File: src/hdl/sbcp_pkg.sv
// ----------------------------------------------------------------------------
// sbcp_pkg
// Shared constants of the serial boot command parser: field widths and the
// command and response codes of the boot protocol.
// ----------------------------------------------------------------------------
package sbcp_pkg;

	// significant bits kept in the address and length accumulators
	localparam int ADDR_BITS = 32;
	localparam int LEN_BITS  = 32;

	// width of the address ports
	localparam int ADDR_PORT_W = 32;

	// received command codes
	localparam logic [7:0] CMD_RX_PING      = 8'd1;
	localparam logic [7:0] CMD_RX_LOAD_CODE = 8'd3;
	localparam logic [7:0] CMD_RX_EXECUTE   = 8'd5;
	localparam logic [7:0] CMD_RX_JUMP      = 8'd6;

	// transmitted response codes
	localparam logic [7:0] CMD_TX_PONG        = 8'd2;
	localparam logic [7:0] CMD_TX_CODE_LOADED = 8'd4;
	localparam logic [7:0] CMD_TX_RUNNING     = 8'd7;

	// number of bytes in a length or address field
	localparam int FIELD_BYTES = 4;

endpackage

File: src/hdl/serial_boot_command_parser.sv
// ----------------------------------------------------------------------------
// serial_boot_command_parser
// Parses the received byte stream of a serial boot loader and produces one
// result per byte: memory write, response byte, call/jump request, idle flag.
// ----------------------------------------------------------------------------
// Usage:
//   Input channel: rx_byte with in_valid / in_stall. A byte is transferred at
//   a rising edge with in_valid high and in_stall low.
//   Output channel: all result fields with out_valid / out_stall; every
//   received byte yields exactly one result transfer, in order.
//   Path: a taken byte is held in the input register and then passes on to the
//   result register, which presents its result.
//   Throughput: one byte per cycle while no result is stalled; the parser state
//   (phase, byte counter, length and address accumulators) is updated in the
//   same cycle as the result register, so back-to-back bytes need no bubbles.
//   Stall: while out_stall holds a presented result, the result register and
//   the input register hold; in_stall rises only when the input register is
//   full and cannot move on. A result stays stable until transferred.
//   Reset: arst_n low clears both registers' valid flags and returns the
//   parser to idle with cleared counters and accumulators.
// ----------------------------------------------------------------------------
module serial_boot_command_parser (
	input  logic                             clk,
	input  logic                             arst_n,
	// received bytes
	input  logic                             in_valid,
	output logic                             in_stall,
	input  logic [7:0]                       rx_byte,
	// results
	output logic                             out_valid,
	input  logic                             out_stall,
	output logic                             write_valid,
	output logic [sbcp_pkg::ADDR_PORT_W-1:0] write_addr,
	output logic [7:0]                       write_data,
	output logic                             tx_valid,
	output logic [7:0]                       tx_byte,
	output logic                             jump_valid,
	output logic [sbcp_pkg::ADDR_PORT_W-1:0] jump_addr,
	output logic                             jump_is_call,
	output logic                             ready_led
);

	localparam int AW = sbcp_pkg::ADDR_BITS;
	localparam int LW = sbcp_pkg::LEN_BITS;
	localparam int PW = sbcp_pkg::ADDR_PORT_W;
	localparam logic [1:0] LAST_BYTE = 2'(sbcp_pkg::FIELD_BYTES - 1);

	typedef enum logic [2:0] {
		PH_IDLE   = 3'd0,
		PH_LEN    = 3'd1,
		PH_ADDR   = 3'd2,
		PH_DATA   = 3'd3,
		PH_TARGET = 3'd4
	} phase_t;

	typedef struct packed {
		logic          write_valid;
		logic [PW-1:0] write_addr;
		logic [7:0]    write_data;
		logic          tx_valid;
		logic [7:0]    tx_byte;
		logic          jump_valid;
		logic [PW-1:0] jump_addr;
		logic          jump_is_call;
		logic          ready_led;
	} result_t;

	// parser state
	phase_t        phase_q;
	logic [1:0]    byte_cnt_q;
	logic [LW-1:0] rem_len_q;
	logic [AW-1:0] addr_acc_q;
	logic          call_q;

	// pipeline registers
	logic          valid_s1;
	logic [7:0]    byte_s1;
	logic          valid_s2;
	result_t       res_s2;

	// next-state and result logic
	phase_t        phase_d;
	logic [1:0]    byte_cnt_d;
	logic [LW-1:0] rem_len_d;
	logic [AW-1:0] addr_acc_d;
	logic          call_d;
	result_t       res_d;
	logic          last;
	logic [LW+7:0] len_shift;
	logic [AW+7:0] addr_shift;
	logic [LW-1:0] len_dec;

	// handshake control
	logic advance;
	logic take_s1;
	logic load_s1;

	assign advance  = !valid_s2 || !out_stall;
	assign take_s1  = valid_s1 && advance;
	assign in_stall = valid_s1 && !advance;
	assign load_s1  = in_valid && !in_stall;

	// field accumulators and byte counting
	assign last       = (byte_cnt_q == LAST_BYTE);
	assign len_shift  = {rem_len_q, byte_s1};
	assign addr_shift = {addr_acc_q, byte_s1};
	assign len_dec    = rem_len_q - LW'(1);

	// per-byte parser step
	always_comb begin
		phase_d    = phase_q;
		byte_cnt_d = byte_cnt_q;
		rem_len_d  = rem_len_q;
		addr_acc_d = addr_acc_q;
		call_d     = call_q;
		res_d      = '0;
		case (phase_q)
			PH_LEN: begin
				rem_len_d  = len_shift[LW-1:0];
				byte_cnt_d = byte_cnt_q + 2'd1;
				if (last) begin
					phase_d = PH_ADDR;
				end
			end
			PH_ADDR: begin
				addr_acc_d = addr_shift[AW-1:0];
				byte_cnt_d = byte_cnt_q + 2'd1;
				if (last) begin
					if (rem_len_q == '0) begin
						res_d.tx_valid = 1'b1;
						res_d.tx_byte  = sbcp_pkg::CMD_TX_CODE_LOADED;
						phase_d        = PH_IDLE;
					end else begin
						phase_d = PH_DATA;
					end
				end
			end
			PH_DATA: begin
				res_d.write_valid = 1'b1;
				res_d.write_addr  = PW'(addr_acc_q);
				res_d.write_data  = byte_s1;
				addr_acc_d        = addr_acc_q + AW'(1);
				rem_len_d         = len_dec;
				if (len_dec == '0) begin
					res_d.tx_valid = 1'b1;
					res_d.tx_byte  = sbcp_pkg::CMD_TX_CODE_LOADED;
					phase_d        = PH_IDLE;
				end
			end
			PH_TARGET: begin
				addr_acc_d = addr_shift[AW-1:0];
				byte_cnt_d = byte_cnt_q + 2'd1;
				if (last) begin
					res_d.tx_valid     = 1'b1;
					res_d.tx_byte      = sbcp_pkg::CMD_TX_RUNNING;
					res_d.jump_valid   = 1'b1;
					res_d.jump_addr    = PW'(addr_shift[AW-1:0]);
					res_d.jump_is_call = call_q;
					phase_d            = PH_IDLE;
				end
			end
			default: begin
				// idle and unused codes: decode a command byte
				phase_d = PH_IDLE;
				if (byte_s1 == sbcp_pkg::CMD_RX_PING) begin
					res_d.tx_valid = 1'b1;
					res_d.tx_byte  = sbcp_pkg::CMD_TX_PONG;
				end else if (byte_s1 == sbcp_pkg::CMD_RX_LOAD_CODE) begin
					byte_cnt_d = '0;
					rem_len_d  = '0;
					addr_acc_d = '0;
					phase_d    = PH_LEN;
				end else if (byte_s1 == sbcp_pkg::CMD_RX_EXECUTE ||
					     byte_s1 == sbcp_pkg::CMD_RX_JUMP) begin
					byte_cnt_d = '0;
					rem_len_d  = '0;
					addr_acc_d = '0;
					phase_d    = PH_TARGET;
					call_d     = (byte_s1 == sbcp_pkg::CMD_RX_EXECUTE);
				end
			end
		endcase
		res_d.ready_led = (phase_d == PH_IDLE);
	end

	// input register
	always_ff @(posedge clk or negedge arst_n) begin
		if (!arst_n) begin
			valid_s1 <= 1'b0;
		end else if (load_s1) begin
			valid_s1 <= 1'b1;
		end else if (take_s1) begin
			valid_s1 <= 1'b0;
		end
	end

	always_ff @(posedge clk) begin
		if (load_s1) begin
			byte_s1 <= rx_byte;
		end
	end

	// parser state, updated as a byte moves into the result register
	always_ff @(posedge clk or negedge arst_n) begin
		if (!arst_n) begin
			phase_q    <= PH_IDLE;
			byte_cnt_q <= '0;
			rem_len_q  <= '0;
			addr_acc_q <= '0;
			call_q     <= 1'b0;
		end else if (take_s1) begin
			phase_q    <= phase_d;
			byte_cnt_q <= byte_cnt_d;
			rem_len_q  <= rem_len_d;
			addr_acc_q <= addr_acc_d;
			call_q     <= call_d;
		end
	end

	// result register
	always_ff @(posedge clk or negedge arst_n) begin
		if (!arst_n) begin
			valid_s2 <= 1'b0;
		end else if (advance) begin
			valid_s2 <= valid_s1;
		end
	end

	always_ff @(posedge clk) begin
		if (take_s1) begin
			res_s2 <= res_d;
		end
	end

	// output ports
	assign out_valid    = valid_s2;
	assign write_valid  = res_s2.write_valid;
	assign write_addr   = res_s2.write_addr;
	assign write_data   = res_s2.write_data;
	assign tx_valid     = res_s2.tx_valid;
	assign tx_byte      = res_s2.tx_byte;
	assign jump_valid   = res_s2.jump_valid;
	assign jump_addr    = res_s2.jump_addr;
	assign jump_is_call = res_s2.jump_is_call;
	assign ready_led    = res_s2.ready_led;

	// a call or jump request always goes with the running response
	assert property (@(posedge clk) disable iff (!arst_n)
		(out_valid && jump_valid) |->
		(tx_valid && tx_byte == sbcp_pkg::CMD_TX_RUNNING && ready_led))
	else $error("jump request without running response");

	// a memory write and a jump never share one result
	assert property (@(posedge clk) disable iff (!arst_n)
		out_valid |-> !(write_valid && jump_valid))
	else $error("write and jump in the same result");

	// the byte counter only runs while a multi-byte field is being read
	assert property (@(posedge clk) disable iff (!arst_n)
		(byte_cnt_q != 2'd0) |->
		(phase_q == PH_LEN || phase_q == PH_ADDR || phase_q == PH_TARGET))
	else $error("byte counter active outside a field phase");

	// data phase is only entered with a nonzero length
	assert property (@(posedge clk) disable iff (!arst_n)
		(phase_q == PH_DATA) |-> (rem_len_q != '0))
	else $error("data phase with zero remaining length");

	// parser state moves only with a transfer into the result register
	assert property (@(posedge clk) disable iff (!arst_n)
		!take_s1 |=> ($stable(phase_q) && $stable(addr_acc_q) && $stable(rem_len_q)))
	else $error("parser state changed without a byte");

endmodule
File: config.mk
export PLATFORM = sky130hd
export DESIGN_NAME = serial_boot_command_parser
export DESIGN_NICKNAME = d
export VERILOG_FILES = /design/src/hdl/sbcp_pkg.sv /design/src/hdl/serial_boot_command_parser.sv
export SDC_FILE = /design/constraint.sdc
export NUM_CORES = 1
export LEC_CHECK = 0
export ABC_AREA = 1
export BUFFER_PORTS_ARGS = -buffer_cell sky130_fd_sc_hd__buf_2
export CAP_MARGIN = 20
export CELL_PAD_IN_SITES_DETAIL_PLACEMENT = 0
export CELL_PAD_IN_SITES_GLOBAL_PLACEMENT = 1
export CORE_ASPECT_RATIO = 2
export CORE_MARGIN = 3
export CORE_UTILIZATION = 44
export DETAILED_ROUTE_END_ITERATION = 8
export GPL_TIMING_DRIVEN = 0
export PLACE_DENSITY_LB_ADDON = 0.1
export SYNTH_ARGS = -nofsm -noshare
export SYNTH_HDL_FRONTEND = slang
export SYNTH_SLANG_ARGS = --single-unit
File: constraint.sdc
create_clock -name clk -period 4.56 [get_ports clk]
set_input_delay 0.228 -clock clk [delete_from_list [all_inputs] [get_ports clk]]
set_output_delay 0.228 -clock clk [all_outputs]
set_load 0.01 [all_outputs]
==> After elaboration in Yosys (flattened, before gate mapping) <==
Cells that the tools add are included.
{ "word_totals": {"regBits": 165, "in_bits": 12, "output_inout_bits": 87, "wordCells": 89} }
{ "classes": {"addsub": 3, "eq_ne": 12, "muxes": 27, "bitwise_logic": 6, "reduce_logical": 24} }
{ "ops": {"columns": ["cell", "n"], "rows": [
  ["case mux 32 bit (3 select lines)", 2],
  ["two-way mux 32 bit", 3],
  ["logical NOT 32 bit", 2],
  ["two-way mux 43 bit", 1],
  ["two-way mux 41 bit", 1],
  ["two-way mux 9 bit", 4],
  ["case mux 9 bit (4 select lines)", 1],
  ["adder 32 x 1 -> 32 bit (second input constant)", 1],
  ["subtractor 32 x 1 -> 32 bit (second input constant)", 1],
  ["two-way mux 3 bit", 7],
  ["== test 8 x 3 -> 1 bit (second input constant)", 2],
  ["case mux 3 bit (4 select lines)", 1],
  ["AND reduction 4 bit", 3],
  ["== test 8 x 1 -> 1 bit (second input constant)", 1],
  ["== test 8 x 2 -> 1 bit (second input constant)", 1],
  ["two-way mux 2 bit", 4],
  ["nonzero test 4 bit", 2],
  ["== test 3 x 2 -> 1 bit (second input constant)", 2],
  ["inverter 1 bit", 6],
  ["AND reduction 5 bit", 1],
  ["logical NOT 1 bit", 4],
  ["case mux 2 bit (2 select lines)", 1],
  ["OR reduction 4 bit", 1],
  ["== test 3 x 1 -> 1 bit (second input constant)", 1],
  ["other kinds (15)", 19]
]} }

==> Logic depth before layout (Yosys ltp) <==
{ "depth": {"word_depth": 7, "ltp_mapped": 16, "depth_no_buf": 16} }

==> Least setup slack after synthesis <==
No wires, ideal clock.
{ "synth_path": {"kind": "register to register", "from": "reg valid_s2, in the netlist out_valid", "to": "reg rem_len_q[1]", "setup_ps": 128, "arrival_time_ps": 3159, "t_required_ps": 4432, "setup_slack_ps": 1273, "stages_incl_launch_ff": 8, "path_buffers": 1, "period_less_slack_ps": 3287, "cell_sequence": "dfrtp_1 > nand2_1 > nand2_1 > inv_1 > nand3_1 > inv_2 > buf_2 > o21ai_0"} }
{ "synth_via": {"elab_chain_len": 4} }
{ "synth_rtl": {"columns": ["item", "line", "text"], "rows": [
  ["start, declared", "serial_boot_command_parser.sv:78", "logic valid_s2;"],
  ["start signal, assigned", "serial_boot_command_parser.sv:225", "valid_s2 <= valid_s1;"],
  ["logical NOT 1 bit", "serial_boot_command_parser.sv:98", "assign advance = !valid_s2 || !out_stall;"],
  ["logical OR 1 bit", "serial_boot_command_parser.sv:98", null],
  ["logical AND 1 bit", "serial_boot_command_parser.sv:99", "assign take_s1 = valid_s1 && advance;"],
  ["named net take_s1", "serial_boot_command_parser.sv:95", "logic take_s1;"],
  ["AND reduction 4 bit (no source line)", null, null],
  ["end signal, assigned", "serial_boot_command_parser.sv:214", "rem_len_q <= rem_len_d;"],
  ["end, declared", "serial_boot_command_parser.sv:71", "logic [LW-1:0] rem_len_q;"]
]} }
The timed path passes the listed nets, and every way through them passes these cells.
A chain may end at the register's enable or synchronous reset.

==> Final worst setup path <==
{ "layout_path": {"from": "reg phase_q[0]", "to": "reg res_s2, in the netlist write_addr[0] (data pin)"} }
{ "layout_via": {"elab_chain_len": 1} }
{ "layout_rtl": {"columns": ["item", "line", "text"], "rows": [
  ["start, declared", "serial_boot_command_parser.sv:69", "phase_t phase_q;"],
  ["start signal, assigned", "serial_boot_command_parser.sv:212", "phase_q <= phase_d;"],
  ["== test 3 x 2 -> 1 bit", "serial_boot_command_parser.sv:117", "case (phase_q)"],
  ["end signal, assigned", "serial_boot_command_parser.sv:231", "res_s2 <= res_d;"],
  ["end, declared", "serial_boot_command_parser.sv:79", "result_t res_s2;"]
]} }
No other way between the ends.

==> key figures <==
Floorplan
  – CORE AREA: 18,400 um2
  – Die W: 103 um
  – Initial Util: 45.3%
  – Die height: 201 um
  – Die area: 20,700 um2
  – Num rows: 70
  – I/O pin cnt: 99

Routing
  – DRC: 0
  – Routed Antenna Nets: 0
  – Per-cell routed wire length: 21.4 um
  – DRT iter0 DRCs: 407
  – DRT Pass-1 Iters: 8
  – Total wire length: 28,800 um
  – Routed vias/inst: 5.62
  – Total number of vias: 7,557

Clock network
  – Sink Count: 160
  – Clock Pin Slew Worst Setup and Hold Paths: 60 ps
  – Post-CTS Setup Bufs: 0
  – CTS max path bufs: 2
  – CTS H-tree lvls: 4
  – Clock Tree Root: clkbuf_16
  – Num CTS Buffers: 17
  – # resized after CTS: 0
  – Clock latency at the later pin of the worst-skew pair: 430 ps
  – TritonCTS clock tree: yes
  – Hold-fix buffers at CTS: 7

GRT
  – Gr busiest metal: met2
  – Met2 usage: 53.8%
  – First-pass GRT wire length: 43,900 um
  – Grt ovf: 0
  – Total GRT Usage: 28.9%
  – GRT met3 Usage: 4.59%
  – GR Util met1: 27.2%
  – Largest net degree at the start of global routing: 72
  – Initial antenna violation count: 0
  – Vias in the first global route: 7,774

Power
  – P_int: 0.00361 W
  – Switch Pwr: 0.00301 W
  – Clock share of power: 22.5%
  – Share of power burned in registers: 34.1%
  – Power share of the combinational group: 43.4%
  – Sw frac: 45.5%
  – P_leak: 4.23 nW
  – Pwr dens: 674 nW/um2
  – Peak VDD IR: 0.312 mV

Cells and area
  – # fillers: 1,835
  – Layout area overhead: 18.1%
  – Post-Layout Cell Count: 1,344
  – Fin area: 9830 um2
  – Final #Nets: 1,132
  – Layout cell share with drive strength beyond 1: 15.5%
  – Ant diodes: 0

Hold path
  – Hold crit path type: in2reg
  – Hold-critical path endpoint: byte_s1[6]
  – Critical hold path startpoint: rx_byte[6]
  – Hold Path Depth: 1

Worst setup path
  – R2R Path End: write_addr[0]
  – Reg-to-reg slack, setup: 1720 ps
  – Critical path peak fanout: 10
  – Setup crit end kind: flip-flop
  – Reg2reg path depth: 9
  – CP startpoint: phase_q[0]
  – Origin of the critical flop-to-flop path: phase_q[0]
  – Setup crit start kind: flip-flop
  – Critical path type: reg2reg
  – Worst path required time: 4720 ps
  – Crit path DAT: 2990 ps

Timing
  – Final hold slack: 5.14 ps
  – FMAX: 0.353 GHz
  – Final worst slack: 1720 ps
  – Tmin final: 2840 ps
  – Hold Vio Cnt, Final: 0
  – Fin. max-slew vios: 0
  – Final setup fails: 0
  – Period utilization: 62.2%
  – Final setup TNS: 0 ps
  – Unrepaired setup endpoints after global routing: false
  – Slew HR: 38.2%
  – Tightest Pin Transition: 918 ps
  – Final Skew: 7.06 ps

Job
  – Max Cap Viol: 0

Placement
  – Port Buf Inserts: 93
  – DP Worst Slack: 1750 ps
  – Dpl hpwl: 21,900 um
  – DP Area: 9140 um2
  – GPL Wtd Cong: 0.917
  – Dpl cells: 1,305

Synth
  – Ys Warns: 0
  – Area leader, netlist: edfxtp_1
  – Flops & latches, synth: 160
  – Post-synthesis sequential area ratio: 53.4%
  – Netlist cell types: 42
  – Syn_area_per_cell: 8.41 um2
  – Yosys top cell area share: 31.7%
  – Mapped Cells: 990
  – Mapped Area: 8330 um2
  – Synth area leaders: edfxtp_1, dfrtp_1, nand2_1

Status
  – Status: finished clean
[layout make-up]
type                       count  area [um2]  area share [%]
sequential                   160        4440            45.2
clock inverter                 7        96.3           0.980
buffer                        37         179            1.82
inverter                     107         404            4.11
tap                          216         270            2.75
timing repair buffer         102         593            6.03
multi-input combinational    690        3320            33.7
clock buffer                  25         527            5.36
[synthesized netlist by cell type, drive strengths merged]
| master | number |
|---|---|
| o211ai | 2 |
| nor3 | 22 |
| nand3b | 4 |
| and3 | 1 |
| clkinv | 3 |
| o31ai | 1 |
| nand4 | 18 |
| edfxtp | 88 |
| nand3 | 48 |
| a211oi | 1 |
| ha | 5 |
| a41oi | 2 |
| a31oi | 9 |
| a22oi | 24 |
| nor2 | 191 |
| nor4 | 7 |
| buf | 16 |
| o21ai | 89 |
| o22ai | 19 |
| clkbuf | 21 |
| o311ai | 1 |
| a21oi | 13 |
| inv | 104 |
| dfrtp | 72 |
| nand2 | 213 |
| o32ai | 1 |
| xor2 | 12 |
| o221ai | 1 |
| o41ai | 1 |
| conb | 1 |
[how the worst max path moves through the flow]
stage | to | slack [ps] | cells after the start
global placement | rem_len_q[2] | 180 | 7
CTS | write_data[0] | 1740 | 9
finish | write_addr[0] | 1720 | 9
floorplan | rem_len_q[1] | 1270 | 7
global route | write_data[0] | 1600 | 9
detailed placement | write_data[0] | 1750 | 9
[critical path, cell delays in order (launching register included)]
cell,delay (ps)
dfrtp_1,440
inv_2,60
nor2_1,40
inv_2,70
nor2_2,90
inv_2,80
clkbuf_1,540
clkbuf_1,530
buf_1,610
nor2_1,100
[registers in the layout (all words and copies together) (netlist names), 2 cells and up]
| name | count |
|---|---|
| addr_acc_q | 32 |
| jump_addr | 32 |
| rem_len_q | 32 |
| write_addr | 32 |
| byte_s1 | 8 |
| write_data | 8 |
| phase_q | 3 |
| tx_byte | 3 |
| byte_cnt_q | 2 |
[kinds of logic after synthesis]
logic type / after synthesis / share of synthesized area [%]
other cells: 1 / 0.0450
compound gates: 164 / 11.4
flops: 160 / 53.4
xor+xnor: 12 / 1.26
simple gates: 504 / 26.2
buf+inv: 144 / 6.97
fa+ha+maj: 5 / 0.751
[power by group through the flow]
stage	clock, W	sequential [W]	combinational, W
after floorplan	0	0.00219	0.00191
final	0.00149	0.00226	0.00288
after detailed placement	0	0.00227	0.00286
after global placement	0	0.00227	0.00283
after global routing	0.00156	0.00229	0.00320
after CTS	0.00151	0.00225	0.00288
[layer usage]
layer / wire [um] / share of wire (%) / vias to the layer above
met4: 2160 / 7.5 / 0
met5: 0 / 0 / -
li1: - / - / 3574
met1: 9150 / 32 / 3574
met3: 1250 / 4.3 / 126
met2: 16200 / 56 / 283
[cells in the final DEF, fill, tap and decap left out, drive strengths merged]
cell type    count
inv            104
a31oi            9
clkinvlp         3
buf            111
nor3            22
nand3           48
ha               5
a22oi           24
nand3b           4
o22ai           19
edfxtp          88
nand2          213
o21ai           89
conb             5
dfrtp           72
a41oi            2
clkbuf          46
xor2            12
a211oi           1
nor2           191
a21oi           13
dlygate4sd3      7
o311ai           1
clkinv           5
o41ai            1
and3             1
nand4           18
o211ai           2
o31ai            1
o221ai           1
bufinv           2
o32ai            1
nor4             7
[stage by stage]
step                      utilization [%]  total power (W)
after global placement               49.4          0.00511
after CTS                            53.4          0.00663
after detailed placement             49.7          0.00513
final                                53.4          0.00662
after global routing                 53.4          0.00706
after floorplan                         -          0.00410
Power figures use the tool's default switching activity.
